==> src/rtl/mrmc_pkg.sv <==
// Shared types and constants for the machine run-mode controller.
// Used by every module of the block; depends on nothing else.
package mrmc_pkg;

   // Run modes, one-hot internally; mode_code() maps them to the reported code
   typedef enum logic [6:0] {
      MODE_IDLE    = 7'b0000001,
      MODE_RUN     = 7'b0000010,
      MODE_PAUSE   = 7'b0000100,
      MODE_INSERT  = 7'b0001000,
      MODE_ERROR   = 7'b0010000,
      MODE_JAM     = 7'b0100000,
      MODE_RUNOUT  = 7'b1000000
   } mode_type;

   localparam logic [2:0] MODE_CODE_IDLE   = 3'd0;
   localparam logic [2:0] MODE_CODE_RUN    = 3'd1;
   localparam logic [2:0] MODE_CODE_PAUSE  = 3'd2;
   localparam logic [2:0] MODE_CODE_INSERT = 3'd3;
   localparam logic [2:0] MODE_CODE_ERROR  = 3'd4;
   localparam logic [2:0] MODE_CODE_JAM    = 3'd5;
   localparam logic [2:0] MODE_CODE_RUNOUT = 3'd6;

   localparam logic OP_TICK  = 1'b0;
   localparam logic OP_EVENT = 1'b1;

   localparam logic [3:0] EV_START       = 4'd0;
   localparam logic [3:0] EV_PAUSE       = 4'd1;
   localparam logic [3:0] EV_RESUME      = 4'd2;
   localparam logic [3:0] EV_INSERT      = 4'd3;
   localparam logic [3:0] EV_EXIT_INSERT = 4'd4;
   localparam logic [3:0] EV_CLEAR_ERROR = 4'd5;
   localparam logic [3:0] EV_JAM         = 4'd6;
   localparam logic [3:0] EV_JAM_CLEARED = 4'd7;
   localparam logic [3:0] EV_JAM_FAILED  = 4'd8;
   localparam logic [3:0] EV_RUNOUT      = 4'd9;
   localparam logic [3:0] EV_ESTOP       = 4'd10;
   localparam logic [3:0] EV_CUT_REVERSE = 4'd11;
   localparam logic [3:0] EV_CUT_STOP    = 4'd12;

   localparam logic [2:0] DRIVE_NONE     = 3'd0;
   localparam logic [2:0] DRIVE_HALT     = 3'd1;
   localparam logic [2:0] DRIVE_FORWARD  = 3'd2;
   localparam logic [2:0] DRIVE_CONTINUE = 3'd3;
   localparam logic [2:0] DRIVE_HOLD     = 3'd4;
   localparam logic [2:0] DRIVE_BACK_OUT = 3'd5;

   localparam logic [2:0] BUZZ_NONE   = 3'd0;
   localparam logic [2:0] BUZZ_START  = 3'd1;
   localparam logic [2:0] BUZZ_PAUSE  = 3'd2;
   localparam logic [2:0] BUZZ_ALARM  = 3'd3;
   localparam logic [2:0] BUZZ_JAM    = 3'd4;
   localparam logic [2:0] BUZZ_RUNOUT = 3'd5;

   localparam logic [1:0] CSR_JAM_RETRY_LIMIT  = 2'd0;
   localparam logic [1:0] CSR_PAUSE_TIMEOUT_MS = 2'd1;
   localparam logic [1:0] CSR_JAM_REVERSE_MM   = 2'd2;

   localparam logic [3:0]  RESET_JAM_RETRY_LIMIT  = 4'd3;
   localparam logic [31:0] RESET_PAUSE_TIMEOUT_MS = 32'd300000;
   localparam logic [7:0]  RESET_JAM_REVERSE_MM   = 8'd10;

   localparam logic [31:0] MS_PER_SECOND = 32'd1000;
   localparam logic [3:0]  JAM_ATTEMPTS_MAX = 4'd15;

   typedef struct packed {
      logic       operation;
      logic [3:0] event_code;
   } item_type;

   typedef struct packed {
      logic [3:0]  jam_retry_limit;
      logic [31:0] pause_timeout_ms;
      logic [7:0]  jam_reverse_mm;
   } cfg_type;

   // Elapsed counters replace the absolute time stamps: each holds the
   // millisecond clock minus the corresponding mark, modulo 2^32.
   typedef struct packed {
      mode_type    mode;
      mode_type    prev_mode;
      logic [31:0] pause_elapsed;
      logic [31:0] second_elapsed;
      logic [31:0] run_ms;
      logic [3:0]  jam_attempts;
      logic [31:0] error_total;
      logic [31:0] jam_total;
      logic [31:0] seconds_total;
      logic        insert_flag;
      logic        cutter_flag;
   } state_type;

   typedef struct packed {
      logic [2:0] motor_command;
      logic [7:0] motor_distance_mm;
      logic [2:0] buzzer_pattern;
   } cmd_type;

   localparam cfg_type CFG_RESET = '{
      jam_retry_limit:  RESET_JAM_RETRY_LIMIT,
      pause_timeout_ms: RESET_PAUSE_TIMEOUT_MS,
      jam_reverse_mm:   RESET_JAM_REVERSE_MM
   };

   localparam state_type STATE_RESET = '{
      mode:           MODE_IDLE,
      prev_mode:      MODE_IDLE,
      pause_elapsed:  32'd0,
      second_elapsed: 32'd0,
      run_ms:         32'd0,
      jam_attempts:   4'd0,
      error_total:    32'd0,
      jam_total:      32'd0,
      seconds_total:  32'd0,
      insert_flag:    1'b0,
      cutter_flag:    1'b0
   };

   function automatic logic [2:0] mode_code(input mode_type m);
      logic [2:0] code;
      case (m)
         MODE_IDLE:   code = MODE_CODE_IDLE;
         MODE_RUN:    code = MODE_CODE_RUN;
         MODE_PAUSE:  code = MODE_CODE_PAUSE;
         MODE_INSERT: code = MODE_CODE_INSERT;
         MODE_ERROR:  code = MODE_CODE_ERROR;
         MODE_JAM:    code = MODE_CODE_JAM;
         MODE_RUNOUT: code = MODE_CODE_RUNOUT;
         default:     code = MODE_CODE_IDLE;
      endcase
      return code;
   endfunction

endpackage

==> src/rtl/mrmc_req_stage.sv <==
// Input register for the request channel of the run-mode controller.
// Uses mrmc_pkg for the item type.
module mrmc_req_stage (
   input  logic               clock,
   input  logic               reset,
   input  logic               req_valid,
   output logic               req_ready,
   input  logic               req_operation,
   input  logic [3:0]         req_event_code,
   input  logic               take,
   output logic               item_valid,
   output mrmc_pkg::item_type item
);

   logic               valid_ff;
   logic               valid_in;
   mrmc_pkg::item_type item_ff;

   // Accept whenever the held transaction is empty or leaves this cycle
   assign req_ready = !valid_ff || take;
   assign valid_in  = (req_valid && req_ready) || (valid_ff && !take);

   always_ff @(posedge clock) begin
      if (reset) begin
         valid_ff <= 1'b0;
      end else begin
         valid_ff <= valid_in;
      end
   end

   always_ff @(posedge clock) begin
      if (req_valid && req_ready) begin
         item_ff <= '{operation: req_operation, event_code: req_event_code};
      end
   end

   assign item_valid = valid_ff;
   assign item       = item_ff;

endmodule

==> src/rtl/mrmc_step.sv <==
// Next-state and command logic of the run-mode controller for one transaction.
// Purely combinational; uses mrmc_pkg types and constants.
module mrmc_step (
   input  mrmc_pkg::state_type cur,
   input  mrmc_pkg::item_type  item,
   input  mrmc_pkg::cfg_type   cfg,
   output mrmc_pkg::state_type nxt,
   output mrmc_pkg::cmd_type   cmd
);

   logic                go;
   logic                resume;
   mrmc_pkg::mode_type  target;
   logic [31:0]         second_next;

   always_comb begin
      nxt         = cur;
      cmd         = '0;
      go          = 1'b0;
      resume      = 1'b0;
      target      = cur.mode;
      second_next = cur.second_elapsed + 32'd1;

      if (item.operation == mrmc_pkg::OP_TICK) begin
         nxt.pause_elapsed  = cur.pause_elapsed + 32'd1;
         nxt.second_elapsed = second_next;
         if (cur.mode == mrmc_pkg::MODE_RUN) begin
            nxt.run_ms = cur.run_ms + 32'd1;
            if (second_next >= mrmc_pkg::MS_PER_SECOND) begin
               nxt.second_elapsed = '0;
               nxt.seconds_total  = cur.seconds_total + 32'd1;
            end
         end
      end else if (item.event_code == mrmc_pkg::EV_ESTOP) begin
         nxt.cutter_flag = 1'b0;
         go              = 1'b1;
         target          = mrmc_pkg::MODE_ERROR;
      end else if (item.event_code == mrmc_pkg::EV_RUNOUT &&
                   (cur.mode == mrmc_pkg::MODE_RUN || cur.mode == mrmc_pkg::MODE_INSERT)) begin
         go     = 1'b1;
         target = mrmc_pkg::MODE_RUNOUT;
      end else begin
         case (cur.mode)
            mrmc_pkg::MODE_IDLE: begin
               if (item.event_code == mrmc_pkg::EV_START) begin
                  nxt.jam_attempts = '0;
                  go               = 1'b1;
                  target           = mrmc_pkg::MODE_RUN;
               end else if (item.event_code == mrmc_pkg::EV_INSERT) begin
                  go     = 1'b1;
                  target = mrmc_pkg::MODE_INSERT;
               end else if (item.event_code == mrmc_pkg::EV_CUT_REVERSE) begin
                  nxt.cutter_flag = 1'b1;
               end else if (item.event_code == mrmc_pkg::EV_CUT_STOP) begin
                  nxt.cutter_flag = 1'b0;
               end
            end
            mrmc_pkg::MODE_RUN: begin
               if (item.event_code == mrmc_pkg::EV_PAUSE) begin
                  go     = 1'b1;
                  target = mrmc_pkg::MODE_PAUSE;
               end else if (item.event_code == mrmc_pkg::EV_JAM) begin
                  go     = 1'b1;
                  target = (cur.jam_attempts >= cfg.jam_retry_limit) ?
                           mrmc_pkg::MODE_ERROR : mrmc_pkg::MODE_JAM;
               end
            end
            mrmc_pkg::MODE_PAUSE: begin
               if (item.event_code == mrmc_pkg::EV_RESUME ||
                   item.event_code == mrmc_pkg::EV_START) begin
                  nxt.jam_attempts = '0;
                  go               = 1'b1;
                  resume           = 1'b1;
                  target           = mrmc_pkg::MODE_RUN;
               end else if (item.event_code == mrmc_pkg::EV_INSERT) begin
                  go     = 1'b1;
                  target = mrmc_pkg::MODE_INSERT;
               end
            end
            mrmc_pkg::MODE_INSERT: begin
               if (item.event_code == mrmc_pkg::EV_EXIT_INSERT) begin
                  nxt.insert_flag = 1'b0;
                  go              = 1'b1;
                  target = (cur.prev_mode == mrmc_pkg::MODE_RUN ||
                            cur.prev_mode == mrmc_pkg::MODE_PAUSE) ?
                           mrmc_pkg::MODE_PAUSE : mrmc_pkg::MODE_IDLE;
               end
            end
            mrmc_pkg::MODE_ERROR: begin
               if (item.event_code == mrmc_pkg::EV_CLEAR_ERROR) begin
                  go     = 1'b1;
                  target = mrmc_pkg::MODE_IDLE;
               end
            end
            mrmc_pkg::MODE_JAM: begin
               if (item.event_code == mrmc_pkg::EV_JAM_CLEARED) begin
                  go     = 1'b1;
                  resume = 1'b1;
                  target = mrmc_pkg::MODE_RUN;
               end else if (item.event_code == mrmc_pkg::EV_JAM_FAILED) begin
                  go     = 1'b1;
                  target = mrmc_pkg::MODE_ERROR;
               end
            end
            mrmc_pkg::MODE_RUNOUT: begin
               if (item.event_code == mrmc_pkg::EV_INSERT) begin
                  go     = 1'b1;
                  target = mrmc_pkg::MODE_INSERT;
               end else if (item.event_code == mrmc_pkg::EV_CLEAR_ERROR) begin
                  go     = 1'b1;
                  target = mrmc_pkg::MODE_IDLE;
               end
            end
            default: begin
            end
         endcase
      end

      // Apply the transition; run_ms already holds the accumulated total,
      // so leaving running needs no addition.
      if (go) begin
         nxt.prev_mode = cur.mode;
         nxt.mode      = target;
         case (target)
            mrmc_pkg::MODE_IDLE: begin
               cmd.motor_command = mrmc_pkg::DRIVE_HALT;
               nxt.run_ms        = '0;
            end
            mrmc_pkg::MODE_RUN: begin
               if (resume) begin
                  cmd.motor_command = mrmc_pkg::DRIVE_CONTINUE;
               end else begin
                  cmd.motor_command = mrmc_pkg::DRIVE_FORWARD;
                  nxt.run_ms        = '0;
               end
               cmd.buzzer_pattern = mrmc_pkg::BUZZ_START;
            end
            mrmc_pkg::MODE_PAUSE: begin
               cmd.motor_command  = mrmc_pkg::DRIVE_HOLD;
               cmd.buzzer_pattern = mrmc_pkg::BUZZ_PAUSE;
               nxt.pause_elapsed  = '0;
            end
            mrmc_pkg::MODE_INSERT: begin
               nxt.insert_flag = 1'b1;
            end
            mrmc_pkg::MODE_ERROR: begin
               cmd.motor_command  = mrmc_pkg::DRIVE_HALT;
               cmd.buzzer_pattern = mrmc_pkg::BUZZ_ALARM;
               nxt.error_total    = cur.error_total + 32'd1;
            end
            mrmc_pkg::MODE_JAM: begin
               if (cur.jam_attempts != mrmc_pkg::JAM_ATTEMPTS_MAX) begin
                  nxt.jam_attempts = cur.jam_attempts + 4'd1;
               end
               cmd.motor_command     = mrmc_pkg::DRIVE_BACK_OUT;
               cmd.motor_distance_mm = cfg.jam_reverse_mm;
               cmd.buzzer_pattern    = mrmc_pkg::BUZZ_JAM;
               nxt.jam_total         = cur.jam_total + 32'd1;
            end
            mrmc_pkg::MODE_RUNOUT: begin
               cmd.motor_command  = mrmc_pkg::DRIVE_HALT;
               cmd.buzzer_pattern = mrmc_pkg::BUZZ_RUNOUT;
            end
            default: begin
            end
         endcase
      end

      // Drop a pause that has lasted too long back to idle
      if (nxt.mode == mrmc_pkg::MODE_PAUSE && nxt.pause_elapsed > cfg.pause_timeout_ms) begin
         nxt.prev_mode = mrmc_pkg::MODE_PAUSE;
         nxt.mode      = mrmc_pkg::MODE_IDLE;
         nxt.run_ms    = '0;
         cmd           = '0;
         cmd.motor_command = mrmc_pkg::DRIVE_HALT;
      end
   end

endmodule

==> src/rtl/machine_run_mode_controller.sv <==
// An accepted request passes the input register, then the state and response
// registers; rsp_valid rises when those load, unless a held response stalls them.
// One transaction per cycle while responses drain; the next-state logic is combinational.
// Reset (synchronous, active high): mode idle, all counters and flags zero,
// registers at their defaults (retry limit 3, pause timeout 300000 ms, 10 mm).
// Depends on mrmc_pkg, mrmc_req_stage and mrmc_step.
module machine_run_mode_controller (
   input  logic        clock,
   input  logic        reset,
   input  logic        req_valid,
   output logic        req_ready,
   input  logic        req_operation,
   input  logic [3:0]  req_event_code,
   output logic        rsp_valid,
   input  logic        rsp_ready,
   output logic [2:0]  rsp_mode,
   output logic [2:0]  rsp_motor_command,
   output logic [7:0]  rsp_motor_distance_mm,
   output logic [2:0]  rsp_buzzer_pattern,
   output logic        rsp_insert_active,
   output logic        rsp_cutter_reversing,
   output logic [31:0] rsp_run_time_ms,
   output logic [3:0]  rsp_retry_count,
   output logic [31:0] rsp_errors_seen,
   output logic [31:0] rsp_jams_seen,
   output logic [31:0] rsp_runtime_seconds,
   input  logic        csr_write_enable,
   input  logic [1:0]  csr_index,
   input  logic [31:0] csr_write_data
);

   logic                item_valid;
   mrmc_pkg::item_type  item;
   logic                advance;
   mrmc_pkg::cfg_type   cfg_ff;
   mrmc_pkg::state_type state_ff;
   mrmc_pkg::state_type state_in;
   mrmc_pkg::cmd_type   cmd_ff;
   mrmc_pkg::cmd_type   cmd_in;
   logic                rsp_valid_ff;

   // Move a transaction into the result register when it is free or drained
   assign advance = item_valid && (!rsp_valid_ff || rsp_ready);

   mrmc_req_stage u_req_stage (
      .clock          (clock),
      .reset          (reset),
      .req_valid      (req_valid),
      .req_ready      (req_ready),
      .req_operation  (req_operation),
      .req_event_code (req_event_code),
      .take           (advance),
      .item_valid     (item_valid),
      .item           (item)
   );

   mrmc_step u_step (
      .cur  (state_ff),
      .item (item),
      .cfg  (cfg_ff),
      .nxt  (state_in),
      .cmd  (cmd_in)
   );

   always_ff @(posedge clock) begin
      if (reset) begin
         cfg_ff <= mrmc_pkg::CFG_RESET;
      end else if (csr_write_enable) begin
         case (csr_index)
            mrmc_pkg::CSR_JAM_RETRY_LIMIT:  cfg_ff.jam_retry_limit  <= csr_write_data[3:0];
            mrmc_pkg::CSR_PAUSE_TIMEOUT_MS: cfg_ff.pause_timeout_ms <= csr_write_data;
            mrmc_pkg::CSR_JAM_REVERSE_MM:   cfg_ff.jam_reverse_mm   <= csr_write_data[7:0];
            default: begin
            end
         endcase
      end
   end

   // State only moves together with a result register load, so the
   // registered state always matches the response on display.
   always_ff @(posedge clock) begin
      if (reset) begin
         state_ff     <= mrmc_pkg::STATE_RESET;
         rsp_valid_ff <= 1'b0;
      end else begin
         if (advance) begin
            state_ff <= state_in;
         end
         if (advance) begin
            rsp_valid_ff <= 1'b1;
         end else if (rsp_ready) begin
            rsp_valid_ff <= 1'b0;
         end
      end
   end

   always_ff @(posedge clock) begin
      if (advance) begin
         cmd_ff <= cmd_in;
      end
   end

   assign rsp_valid             = rsp_valid_ff;
   assign rsp_mode              = mrmc_pkg::mode_code(state_ff.mode);
   assign rsp_motor_command     = cmd_ff.motor_command;
   assign rsp_motor_distance_mm = cmd_ff.motor_distance_mm;
   assign rsp_buzzer_pattern    = cmd_ff.buzzer_pattern;
   assign rsp_insert_active     = state_ff.insert_flag;
   assign rsp_cutter_reversing  = state_ff.cutter_flag;
   assign rsp_run_time_ms       = state_ff.run_ms;
   assign rsp_retry_count       = state_ff.jam_attempts;
   assign rsp_errors_seen       = state_ff.error_total;
   assign rsp_jams_seen         = state_ff.jam_total;
   assign rsp_runtime_seconds   = state_ff.seconds_total;

`ifndef SYNTH
   a_jam_reverse_in_jam: assert property (@(posedge clock) disable iff (reset)
      rsp_valid_ff && cmd_ff.motor_command == mrmc_pkg::DRIVE_BACK_OUT |->
         state_ff.mode == mrmc_pkg::MODE_JAM)
      else $error("jam reverse command outside jam clearing");

   a_insert_flag_held: assert property (@(posedge clock) disable iff (reset)
      rsp_valid_ff && state_ff.mode == mrmc_pkg::MODE_INSERT |-> state_ff.insert_flag)
      else $error("insert mode without insert flag");

   a_alarm_counts_error: assert property (@(posedge clock) disable iff (reset)
      advance && cmd_in.buzzer_pattern == mrmc_pkg::BUZZ_ALARM |=>
         state_ff.error_total == $past(state_ff.error_total) + 32'd1)
      else $error("error alarm without error count");

   a_rsp_from_transaction: assert property (@(posedge clock) disable iff (reset)
      $rose(rsp_valid_ff) |-> $past(advance))
      else $error("response without a transaction");
`endif

endmodule

==> config.mk <==
export PLATFORM = sky130hd
export DESIGN_NAME = machine_run_mode_controller
export DESIGN_NICKNAME = d
export VERILOG_FILES = /design/src/rtl/mrmc_pkg.sv /design/src/rtl/mrmc_req_stage.sv /design/src/rtl/mrmc_step.sv /design/src/rtl/machine_run_mode_controller.sv
export SDC_FILE = /design/constraint.sdc
export NUM_CORES = 1
export LEC_CHECK = 0
export BUFFER_PORTS_ARGS = -buffer_cell sky130_fd_sc_hd__buf_2
export CAP_MARGIN = 20
export CORE_MARGIN = 2
export CORE_UTILIZATION = 60
export DETAILED_ROUTE_END_ITERATION = 10
export PLACE_DENSITY = 0.89
export SLEW_MARGIN = 20
export SYNTH_ARGS = -nofsm -noshare
export SYNTH_HDL_FRONTEND = slang
export SYNTH_SLANG_ARGS = --single-unit
==> constraint.sdc <==
create_clock -name clock -period 5.65 [get_ports clock]
set_input_delay 1.13 -clock clock [delete_from_list [all_inputs] [get_ports clock]]
set_output_delay 1.13 -clock clock [all_outputs]
set_load 0.1 [all_outputs]
Word-level counts from Yosys, hierarchy flattened
Index checks and enable logic that the tools add are counted. Widths: inputs -> output; s select.

$add $sub $neg: 7. Bitwise operators: 3. Eq/ne operators: 35. Order comparisons: 3. Multiplexer cells: 77. Reductions and logical operators: 32.

Operator list (number): $add 32x1->32 const B (6); $mux 32 (6); $mux 100 (1); $mux 96 (1); $mux 7 (13); $mux 64 (1); $pmux 32 s2 (1); $pmux 7 s7 (1); $mux 46 (1); $ge 32x10->1 const B (1); $gt 32x32->1 (1); $mux 1 (32); $eq 7x3->1 const B (4); $mux 4 (7); $eq 7x2->1 const B (3); $eq 4x4->1 const B (5); $pmux 3 s6 (1); $eq 4x3->1 const B (4); $pmux 3 s5 (1); $eq 7x1->1 const B (2); $eq 7x4->1 const B (2); $eq 7x5->1 const B (2); $eq 7x6->1 const B (2); $eq 7x7->1 const B (2); 32 further kinds (57).

Word-level logic and storage cells: 179. Flip-flop bits (word level): 277.

Longest topological paths before layout
Gate-level depths: netlist of run 1.

Word-level depth: 15. Gate-level depth with buffers: 22. Gate-level depth less buffers: 18.

By module
From an unflattened synthesis of run 1, not the netlist that was laid out.

Cell total of the unflattened synthesis: 2401. Area, all modules: 19796.5 um^2.

By module, submodules not included: machine_run_mode_controller (area an instance 12604.6 um^2, instances 1, cells each 1275); mrmc_step (area an instance 6986.7 um^2, instances 1, cells each 1116); mrmc_req_stage (area an instance 205.2 um^2, instances 1, cells each 10).

Worst setup path after synthesis of run 1
Ideal clock, no wire load.

Kind: register to register. From: reg state_ff[205] (netlist name). To: reg cmd_ff (netlist bit rsp_motor_command[0]), data pin. Arrival time: 4.434 ns. Library setup time: 0.259 ns. Period minus slack after synthesis: 4.693 ns. Cell stages (with the launch flop): 22. Buffers on the path: 5. Path slack: 0.957 ns. Cells stage by stage: dfxtp_1 -> buf_2 -> or4b_1 -> o21a_1 -> a2bb2oi_1 -> a311oi_2 -> or2_1 -> buf_2 -> and4_1 -> buf_2 -> clkbuf_1 -> nor2_1 -> ha_1 -> a21oi_1 -> o21ai_0 -> a221o_1 -> a211oi_1 -> a211oi_1 -> o2111ai_1 -> buf_4 -> nor2_2 -> a211o_1.

RTL lines: start: declaration (RTL line machine_run_mode_controller.sv:36) `mrmc_pkg::state_type state_ff;`; start signal: assignment (RTL line machine_run_mode_controller.sv:83) `state_ff <= mrmc_pkg::STATE_RESET;`; start signal: assignment (RTL line machine_run_mode_controller.sv:87) `state_ff <= state_in;`; end signal: assignment (RTL line machine_run_mode_controller.sv:99) `cmd_ff <= cmd_in;`; end: declaration (RTL line machine_run_mode_controller.sv:38) `mrmc_pkg::cmd_type cmd_ff;`.

==> flow_summary.html, run 1 <==
<table>
<tr><th>Metric</th><th>Value</th></tr>
<tr><th colspan="2">Placement</th></tr>
<tr><td>Quantity of I/O buffers inserted on ports</td><td>196</td></tr>
<tr><td>Estimated wirelength of the detail-placed design</td><td>33.1 mm</td></tr>
<tr><td>RePlAce Congestion</td><td>0.948</td></tr>
<tr><th colspan="2">Finish</th></tr>
<tr><td>Growth of design area from synthesis to finish</td><td>7.20%</td></tr>
<tr><td>Total of fill cells in the finished design</td><td>2417</td></tr>
<tr><td>Total number of nets in the final design</td><td>2272</td></tr>
<tr><td>Antenna diode instance count</td><td>0</td></tr>
<tr><td>Fraction of layout cells with a size suffix above 1</td><td>0.175</td></tr>
<tr><th colspan="2">Timing</th></tr>
<tr><td>Count of final setup violators</td><td>0</td></tr>
<tr><td>Transition time at the pin with the least slew margin</td><td>1.19 ns</td></tr>
<tr><td>Clock period minus worst slack</td><td>5.35 ns</td></tr>
<tr><td>Max-Slew Margin vs Limit</td><td>0.196</td></tr>
<tr><td>Max-slew violations</td><td>0</td></tr>
<tr><td>RSZ-0062 raised after global routing</td><td>false</td></tr>
<tr><td>Max Fclk</td><td>0.187 GHz</td></tr>
<tr><td>Number of endpoints with negative hold slack in the final report</td><td>0</td></tr>
<tr><td>Post-route clock skew</td><td>0.0161 ns</td></tr>
<tr><td>Fin crit share</td><td>0.947</td></tr>
<tr><td>TNS Setup</td><td>0 ns</td></tr>
<tr><td>Worst hold slack across all endpoints</td><td>0.456 ns</td></tr>
<tr><th colspan="2">Clock tree</th></tr>
<tr><td>H-Tree Level Count</td><td>1</td></tr>
<tr><td>Insertion delay of the later-clocked pin in the worst-skew pair</td><td>0.57 ns</td></tr>
<tr><td>Maximum clock path buffer count</td><td>3</td></tr>
<tr><td>TritonCTS buffer count</td><td>31</td></tr>
<tr><td>Quantity of gates resized following cts</td><td>0</td></tr>
<tr><td>Number of clock sinks seen by CTS</td><td>277</td></tr>
<tr><td>Number of hold-repair buffers added at the cts stage</td><td>0</td></tr>
<tr><td>Clock tree from TritonCTS</td><td>yes</td></tr>
<tr><td>Clock-pin slew of the registers on the worst-case setup and hold paths</td><td>0.07 ns</td></tr>
<tr><td>Clock tree root buffer cell</td><td>clkbuf_16</td></tr>
<tr><td>Count of buffers added by post-CTS timing repair for setup</td><td>0</td></tr>
<tr><th colspan="2">Global routing</th></tr>
<tr><td>Overflow left after global routing</td><td>0</td></tr>
<tr><td>Total Routing Usage GR</td><td>0.304</td></tr>
<tr><td>First-pass GRT wire length</td><td>78.4 mm</td></tr>
<tr><td>Vias in the first global route</td><td>15800</td></tr>
<tr><td>Largest net degree at the start of global routing</td><td>209</td></tr>
<tr><td>Number of antenna violations at the first check in global routing</td><td>0</td></tr>
<tr><th colspan="2">Drt</th></tr>
<tr><td>Number of DRC violations after detailed-routing iteration 0</td><td>1531</td></tr>
<tr><td>Count of nets left with antenna violations after detail routing</td><td>0</td></tr>
<tr><td>Average routed wire per standard cell</td><td>18.5 µm</td></tr>
<tr><td>Via count normalized by instance count</td><td>6.41</td></tr>
<tr><td>DRC viols</td><td>0</td></tr>
<tr><td>Via count</td><td>16600</td></tr>
<tr><td>Routed wire length</td><td>47.9 mm</td></tr>
<tr><td>Drt pass-1 iters</td><td>5</td></tr>
<tr><th colspan="2">Floorplan</th></tr>
<tr><td>Die Footprint</td><td>30500 µm²</td></tr>
<tr><td>Die X-Extent</td><td>175 µm</td></tr>
<tr><td>Std-Cell Core Area</td><td>28700 µm²</td></tr>
<tr><td>Number of standard-cell rows in the floorplan</td><td>62</td></tr>
<tr><td>Die height</td><td>175 µm</td></tr>
<tr><td>Effective utilization at floorplan</td><td>0.608</td></tr>
<tr><td>Top-level I/O count</td><td>197</td></tr>
<tr><th colspan="2">Logic synthesis</th></tr>
<tr><td>Share of flip-flops with an asynchronous set or reset after synthesis</td><td>0</td></tr>
<tr><td>Post-Syn Nets</td><td>2282</td></tr>
<tr><td>Number of instances in the synthesized netlist</td><td>2194</td></tr>
<tr><td>Netlist cell types</td><td>99</td></tr>
<tr><td>Average cell area after synthesis</td><td>7.95 µm²</td></tr>
<tr><td>EDFF count, synth</td><td>19</td></tr>
<tr><td>Cell area after synthesis</td><td>17400 µm²</td></tr>
<tr><td>Fraction of post-synthesis cell area in the top cell type by area</td><td>0.296</td></tr>
<tr><td>Leading area contributor after synthesis</td><td>dfxtp_1</td></tr>
<tr><td>Most used flip-flop cell after synthesis</td><td>dfxtp_1</td></tr>
<tr><td>Yosys warnings</td><td>0</td></tr>
<tr><td>Most area-consuming cells after synthesis</td><td>dfxtp_1 30%, buf_4 6.0%, nand2_1 5.4%, a21oi_1 4.1%, edfxtp_1 3.3%</td></tr>
<tr><td>Register area share after synthesis</td><td>0.329</td></tr>
<tr><td>Number of synthesized register bits</td><td>277</td></tr>
<tr><th colspan="2">Critical path</th></tr>
<tr><td>Crit Path Max Fanout</td><td>36</td></tr>
<tr><td>Logic depth of the worst register-to-register path</td><td>18</td></tr>
<tr><td>Type of element capturing the critical path</td><td>flop</td></tr>
<tr><td>Critical path class</td><td>reg -&gt; reg</td></tr>
<tr><td>CP startpoint kind</td><td>flop</td></tr>
<tr><td>Critical path data required time</td><td>6.04 ns</td></tr>
<tr><td>CP arrival</td><td>5.74 ns</td></tr>
<tr><th colspan="2">Power</th></tr>
<tr><td>Overall Power</td><td>4490 µW</td></tr>
<tr><td>Peak supply drop</td><td>0.236 mV</td></tr>
<tr><td>Leak Pwr</td><td>0.00705 µW</td></tr>
<tr><td>Total power divided by cell area</td><td>240 nW/µm²</td></tr>
<tr><th colspan="2">Worst hold path</th></tr>
<tr><td>Class of the worst hold path</td><td>reg -&gt; reg</td></tr>
<tr><td>Cells on Worst Hold Path</td><td>2</td></tr>
<tr><th colspan="2">Run status</th></tr>
<tr><td>Result of the run</td><td>complete, no violations</td></tr>
<tr><th colspan="2">Run</th></tr>
<tr><td># Max-Cap Violations</td><td>0</td></tr>
</table>
[synth_stat cells (all sizes together) (15+ instances only)]
cell / count
a211oi: 21
a21oi: 142
a31oi: 17
and2: 28
and3: 24
and4: 18
buf: 189
clkbuf: 91
dfxtp: 258
edfxtp: 19
ha: 44
inv: 96
mux2: 21
mux2i: 15
nand2: 249
nand3: 104
nand4: 62
nor2: 147
nor2b: 23
nor3: 53
nor4: 40
o211ai: 27
o21ai: 72
o311ai: 32
o31ai: 38
o41ai: 33
or2: 40
or3: 32
or4: 47
xnor2: 45
xor2: 28
[logic make-up (layout without fill, tap and decap cells)]
group,count (synthesis),in the layout,synth area share
simple gates,917,917,0.281
xor+xnor,73,73,0.0371
buf+inv,377,392,0.114
fa+ha+maj,44,44,0.0316
compound gates,470,470,0.185
mux,36,36,0.0222
flops,277,277,0.329
[path summary, 6_finish.rpt]
check | from | to | slack, ns
setup / recovery | state_ff[210] | rsp_run_time_ms[1] | 0.30
hold / removal | cfg_ff[27] | cfg_ff[27] | 0.46
hold reg to reg | cfg_ff[27] | cfg_ff[27] | 0.46
setup reg to reg | state_ff[210] | rsp_run_time_ms[1] | 0.30
[registers in the layout, indices dropped and copies added (netlist names)]
signal                  count
rsp_insert_active           1
rsp_run_time_ms            32
rsp_buzzer_pattern          3
rsp_runtime_seconds        32
rsp_errors_seen            32
rsp_valid                   1
u_req_stage.item_valid      1
rsp_jams_seen              32
rsp_cutter_reversing        1
rsp_motor_distance_mm       8
rsp_motor_command           3
state_ff                   78
cfg_ff                     44
u_req_stage.item            5
rsp_retry_count             4
[metrics by stage]
step / setup slack, ns / cell area [µm²] / utilization / std cells
final: 0.301 / 18700 / 0.652 / 2593
after CTS: 0.206 / 18700 / 0.650 / 2592
after global placement: 0.314 / 17600 / 0.614 / 2534
after global routing: 0.0453 / 18700 / 0.652 / 2593
after floorplan: 0.957 / 17400 / - / 2194
after detailed placement: 0.242 / 17600 / 0.614 / 2534
[cells in the final DEF, fill, tap and decap left out, types with 24 or more instances in the layout]
cell type and instances:
o211ai_1 26, inv_1 95, o21ai_0 53, nand4_1 59
dfxtp_1 258, or2_2 35, clkbuf_16 31, or4_1 47
xor2_1 28, and3_1 24, o31ai_1 35, a21oi_1 142
nand3_1 102, nand2_1 249, or3_1 32, buf_2 195
and2_1 28, ha_1 44, xnor2_1 44, nor3_1 52
nor2_1 144, buf_4 38, o41ai_1 32, nor4_1 32
[final cells by class]
cell class / count / area (µm²) / share of cell area
Sequential cell: 277 / 5740 / 0.307
Timing Repair Buffer: 237 / 1330 / 0.0710
Tap cell: 384 / 480 / 0.0257
Multi-Input combinational cell: 1540 / 9760 / 0.522
Inverter: 97 / 364 / 0.0195
Clock inverter: 19 / 204 / 0.0109
Clock buffer: 39 / 836 / 0.0447
[where the power goes]
group | internal (µW) | switching (µW)
logic | 104 | 283
registers | 2000 | 24.9
clock network | 1230 | 853
[layer usage]
metal,share of wire,global-route usage,vias to the layer above
li1,-,-,7848
met1,0.41,0.388,7883
met2,0.48,0.513,737
met3,0.078,0.0470,141
met4,0.037,0.123,0
met5,0,0,-
[worst max-delay path, stage by stage (launching register included)]
cell	delay [ns]
dfxtp_1	0.46
buf_4	0.23
or3_1	0.47
nor3_1	0.39
o21ai_0	0.19
a311oi_2	0.27
or2_1	0.29
and4_1	0.32
buf_12	0.22
nor2_1	0.08
ha_1	0.32
nand3_1	0.12
nor4_1	0.36
o41ai_1	0.15
a211oi_2	0.36
o2111ai_2	0.33
o22ai_1	0.26
buf_4	0.23
a221oi_1	0.11
No activity file was read; power rests on OpenSTA's default activity.
==> run 2: changes to the inputs <==
--- a/config.mk
+++ b/config.mk
@@ -5,11 +5,13 @@
 export SDC_FILE = /design/constraint.sdc
 export NUM_CORES = 1
 export LEC_CHECK = 0
+export ABC_AREA = 1
 export BUFFER_PORTS_ARGS = -buffer_cell sky130_fd_sc_hd__buf_2
 export CAP_MARGIN = 20
 export CORE_MARGIN = 2
 export CORE_UTILIZATION = 60
 export DETAILED_ROUTE_END_ITERATION = 10
+export HOLD_SLACK_MARGIN = 0.12
 export PLACE_DENSITY = 0.89
 export SLEW_MARGIN = 20
 export SYNTH_ARGS = -nofsm -noshare
==> run 2 against run 1 <==
  * Sequential power grew 3%
  * Clock power fell by 2%
  * Maximum frequency rose by 2.3%
  * Setup slack better by 0.12 ns
  * Clock-buffer cell count fell by 4
  * Register-to-register slack better by 0.12 ns
  * Worst hold slack better by 0.0038 ns
==> flow_summary.html, run 2 <==
<table>
<tr><th>Metric</th><th>Value</th></tr>
<tr><th colspan="2">Drt</th></tr>
<tr><td>Via count normalized by instance count</td><td>5.72</td></tr>
<tr><td>Average routed wire per standard cell</td><td>15.4 µm</td></tr>
<tr><td>Routed wire length</td><td>48.5 mm</td></tr>
<tr><td>Met1 Routed Length</td><td>20.9 mm</td></tr>
<tr><td>Number of DRC violations after detailed-routing iteration 0</td><td>1659</td></tr>
<tr><td>Uppermost layer routed</td><td>met4</td></tr>
<tr><td>Via count</td><td>18000</td></tr>
<tr><td>Count of nets left with antenna violations after detail routing</td><td>0</td></tr>
<tr><td>Drt pass-1 iters</td><td>5</td></tr>
<tr><td>DRC viols</td><td>0</td></tr>
<tr><td>Met2 routed WL</td><td>22.4 mm</td></tr>
<tr><td>Met3 wirelength from detailed routing</td><td>3.83 mm</td></tr>
<tr><th colspan="2">Logic synthesis</th></tr>
<tr><td>Share of flip-flops with an asynchronous set or reset after synthesis</td><td>0</td></tr>
<tr><td>Combinational family with the most area after synthesis</td><td>simple AND/OR/NAND/NOR gates</td></tr>
<tr><td>Most common cell in the synthesized netlist</td><td>nand2_1</td></tr>
<tr><td>Post-Syn Nets</td><td>2813</td></tr>
<tr><td>Share of synthesized cell area in full adder, half adder and majority cells</td><td>0.0300</td></tr>
<tr><td>Most area-consuming cells after synthesis</td><td>dfxtp_1 28%, nand2_1 13%, a21oi_1 7.0%, buf_4 5.7%, inv_1 5.6%</td></tr>
<tr><td>Number of synthesized register bits</td><td>277</td></tr>
<tr><td>Leading area contributor after synthesis</td><td>dfxtp_1</td></tr>
<tr><td>Portion of netlist area occupied by mux cells</td><td>0</td></tr>
<tr><td>Most used flip-flop cell after synthesis</td><td>dfxtp_1</td></tr>
<tr><td>Xor and xnor fraction of the mapped netlist area</td><td>0.0707</td></tr>
<tr><td>Simple-gate share of the synthesized area</td><td>0.321</td></tr>
<tr><td>Number of instances in the synthesized netlist</td><td>2725</td></tr>
<tr><td>Cell area after synthesis</td><td>18300 µm²</td></tr>
<tr><td>Netlist cell types</td><td>48</td></tr>
<tr><td>EDFF count, synth</td><td>19</td></tr>
<tr><td>Fraction of post-synthesis cell area in the top cell type by area</td><td>0.282</td></tr>
<tr><td>Area fraction in compound gates after synthesis</td><td>0.123</td></tr>
<tr><td>Register area share after synthesis</td><td>0.313</td></tr>
<tr><td>Yosys warnings</td><td>0</td></tr>
<tr><td>Leading post-synthesis cells by instance count</td><td>626 x nand2_1, 275 x inv_1, 258 x dfxtp_1</td></tr>
<tr><td>Average cell area after synthesis</td><td>6.73 µm²</td></tr>
<tr><th colspan="2">Critical path</th></tr>
<tr><td>Delay of the slowest critical-path stage</td><td>0.47 ns</td></tr>
<tr><td>CP arrival</td><td>5.65 ns</td></tr>
<tr><td>Critical path class</td><td>reg -&gt; reg</td></tr>
<tr><td>Crit path top cell by count</td><td>nand2_1</td></tr>
<tr><td>Type of element capturing the critical path</td><td>flop</td></tr>
<tr><td>CP startpoint kind</td><td>flop</td></tr>
<tr><td>Highest-delay cell along the critical path</td><td>dfxtp_1</td></tr>
<tr><td>Critical path data required time</td><td>6.07 ns</td></tr>
<tr><td>Crit Path Max Fanout</td><td>24</td></tr>
<tr><th colspan="2">Power</th></tr>
<tr><td>Peak supply drop</td><td>0.227 mV</td></tr>
<tr><td>Overall Power</td><td>4770 µW</td></tr>
<tr><td>Total power divided by cell area</td><td>245 nW/µm²</td></tr>
<tr><td>Leak Pwr</td><td>0.00819 µW</td></tr>
<tr><th colspan="2">Clock tree</th></tr>
<tr><td>Count of buffers added by post-CTS timing repair for setup</td><td>0</td></tr>
<tr><td>H-Tree Level Count</td><td>1</td></tr>
<tr><td>Clock tree root buffer cell</td><td>clkbuf_16</td></tr>
<tr><td>Insertion delay of the later-clocked pin in the worst-skew pair</td><td>0.58 ns</td></tr>
<tr><td>Maximum clock path buffer count</td><td>3</td></tr>
<tr><td>Clock tree from TritonCTS</td><td>yes</td></tr>
<tr><td>Clock-pin slew of the registers on the worst-case setup and hold paths</td><td>0.06 ns</td></tr>
<tr><td>TritonCTS buffer count</td><td>31</td></tr>
<tr><td>Number of clock sinks seen by CTS</td><td>277</td></tr>
<tr><th colspan="2">Floorplan</th></tr>
<tr><td>Die Footprint</td><td>32000 µm²</td></tr>
<tr><td>Effective utilization at floorplan</td><td>0.613</td></tr>
<tr><td>Top-level I/O count</td><td>197</td></tr>
<tr><td>Std-Cell Core Area</td><td>29900 µm²</td></tr>
<tr><td>Die height</td><td>179 µm</td></tr>
<tr><td>Die X-Extent</td><td>179 µm</td></tr>
<tr><td>Number of standard-cell rows in the floorplan</td><td>63</td></tr>
<tr><th colspan="2">Timing</th></tr>
<tr><td>Max-slew violations</td><td>0</td></tr>
<tr><td>Post-route clock skew</td><td>0.0237 ns</td></tr>
<tr><td>TNS Setup</td><td>0 ns</td></tr>
<tr><td>Number of endpoints with negative hold slack in the final report</td><td>0</td></tr>
<tr><td>Fin crit share</td><td>0.926</td></tr>
<tr><td>Count of final setup violators</td><td>0</td></tr>
<tr><td>Max-Slew Margin vs Limit</td><td>0.371</td></tr>
<tr><td>Transition time at the pin with the least slew margin</td><td>0.942 ns</td></tr>
<tr><td>RSZ-0062 raised after global routing</td><td>false</td></tr>
<tr><td>Max Fclk</td><td>0.191 GHz</td></tr>
<tr><td>Worst hold slack across all endpoints</td><td>0.460 ns</td></tr>
<tr><td>Clock period minus worst slack</td><td>5.23 ns</td></tr>
<tr><th colspan="2">Run</th></tr>
<tr><td># Max-Cap Violations</td><td>0</td></tr>
<tr><th colspan="2">Finish</th></tr>
<tr><td>Total number of nets in the final design</td><td>2821</td></tr>
<tr><td>Commonest cells after routing, fill and taps aside</td><td>626 x nand2_1, 273 x inv_1, 258 x dfxtp_1</td></tr>
<tr><td>Area taken by flip-flops and latches</td><td>5740 µm²</td></tr>
<tr><td>Max FFs per register</td><td>78</td></tr>
<tr><td>Largest Register</td><td>state_ff</td></tr>
<tr><td>Area of the multi-input gates</td><td>10000 µm²</td></tr>
<tr><td>Registers with the most flip-flops</td><td>state_ff (78), cfg_ff (44)</td></tr>
<tr><td>Fraction of layout cells with a size suffix above 1</td><td>0.134</td></tr>
<tr><td>Growth of design area from synthesis to finish</td><td>6.25%</td></tr>
<tr><td>Total of fill cells in the finished design</td><td>2666</td></tr>
<tr><td>Antenna diode instance count</td><td>0</td></tr>
<tr><td>Most common library cell in the layout ignoring fill and taps</td><td>nand2_1</td></tr>
<tr><th colspan="2">Global routing</th></tr>
<tr><td>Largest net degree at the start of global routing</td><td>118</td></tr>
<tr><td>Number of antenna violations at the first check in global routing</td><td>0</td></tr>
<tr><td>Total Routing Usage GR</td><td>0.300</td></tr>
<tr><td>Vias in the first global route</td><td>16800</td></tr>
<tr><td>First-pass GRT wire length</td><td>80.4 mm</td></tr>
<tr><td>Overflow left after global routing</td><td>0</td></tr>
<tr><th colspan="2">Run status</th></tr>
<tr><td>Result of the run</td><td>complete, no violations</td></tr>
<tr><th colspan="2">Placement</th></tr>
<tr><td>Quantity of I/O buffers inserted on ports</td><td>196</td></tr>
<tr><td>RePlAce Congestion</td><td>1.00</td></tr>
<tr><td>Estimated wirelength of the detail-placed design</td><td>34.7 mm</td></tr>
<tr><th colspan="2">Worst hold path</th></tr>
<tr><td>Class of the worst hold path</td><td>reg -&gt; reg</td></tr>
</table>
run 2: per-layer routing:
layer  global-route usage  up-vias
met5                    0        -
met4                0.107        0
met3               0.0426      118
met2                0.498      774
met1                0.398     8305
li1                     -     8805
run 2: final cells by class:
class / count / area share
clock buffer: 35 / 0.0416
clock inverter: 23 / 0.0107
inverter: 294 / 0.0573
multi-input combinational: 1921 / 0.515
sequential: 277 / 0.295
tap: 390 / 0.0251
timing repair buffer: 208 / 0.0562
run 2: where the power goes:
| part | switching (µW) | internal, µW | leakage, µW |
|---|---|---|---|
| combinational | 476 | 166 | 0.00541 |
| clock | 868 | 1170 | 0.000504 |
| sequential | 56.0 | 2030 | 0.00227 |
run 2: cell families after synthesis:
logic type / count (synthesis)
compound gates: 425
xor+xnor: 148
fa+ha+maj: 44
buf+inv: 527
flops: 277
simple gates: 1304
run 2: what timing repair did:
item                       in CTS  in global routing
setup endpoints to repair       0                 12
hold buffers                    0                  0
hold endpoints to repair        0                  0
resized for setup               0                  2
run 2: path summary, 6_finish.rpt:
path | from | end | slack (ns) | cells after the start
max reg2reg | state_ff[209] | state_ff[203] | 0.42 | 32
max | state_ff[209] | state_ff[203] | 0.42 | 32
min reg2reg | cfg_ff[6] | cfg_ff[6] | 0.46 | 2
min | cfg_ff[6] | cfg_ff[6] | 0.46 | 2
run 2: critical path, delay by kind of cell (launching register included):
kind	cells	cell delay (ns)
and+or+nand+nor	21	3.10
buffers and inverters	9	1.12
DFF	1	0.47
adders and majority gates	1	0.27
AOI/OAI and AO/OA	1	0.08
run 2: through the flow:
stage	util	instance area (µm²)	instances	setup WS, ns
floorplan	-	18300	2725	1.98
finish	0.652	19500	3148	0.420
global placement	0.616	18400	3089	0.596
global route	0.652	19500	3148	0.0257
detailed placement	0.616	18400	3089	0.414
CTS	0.650	19400	3147	0.323
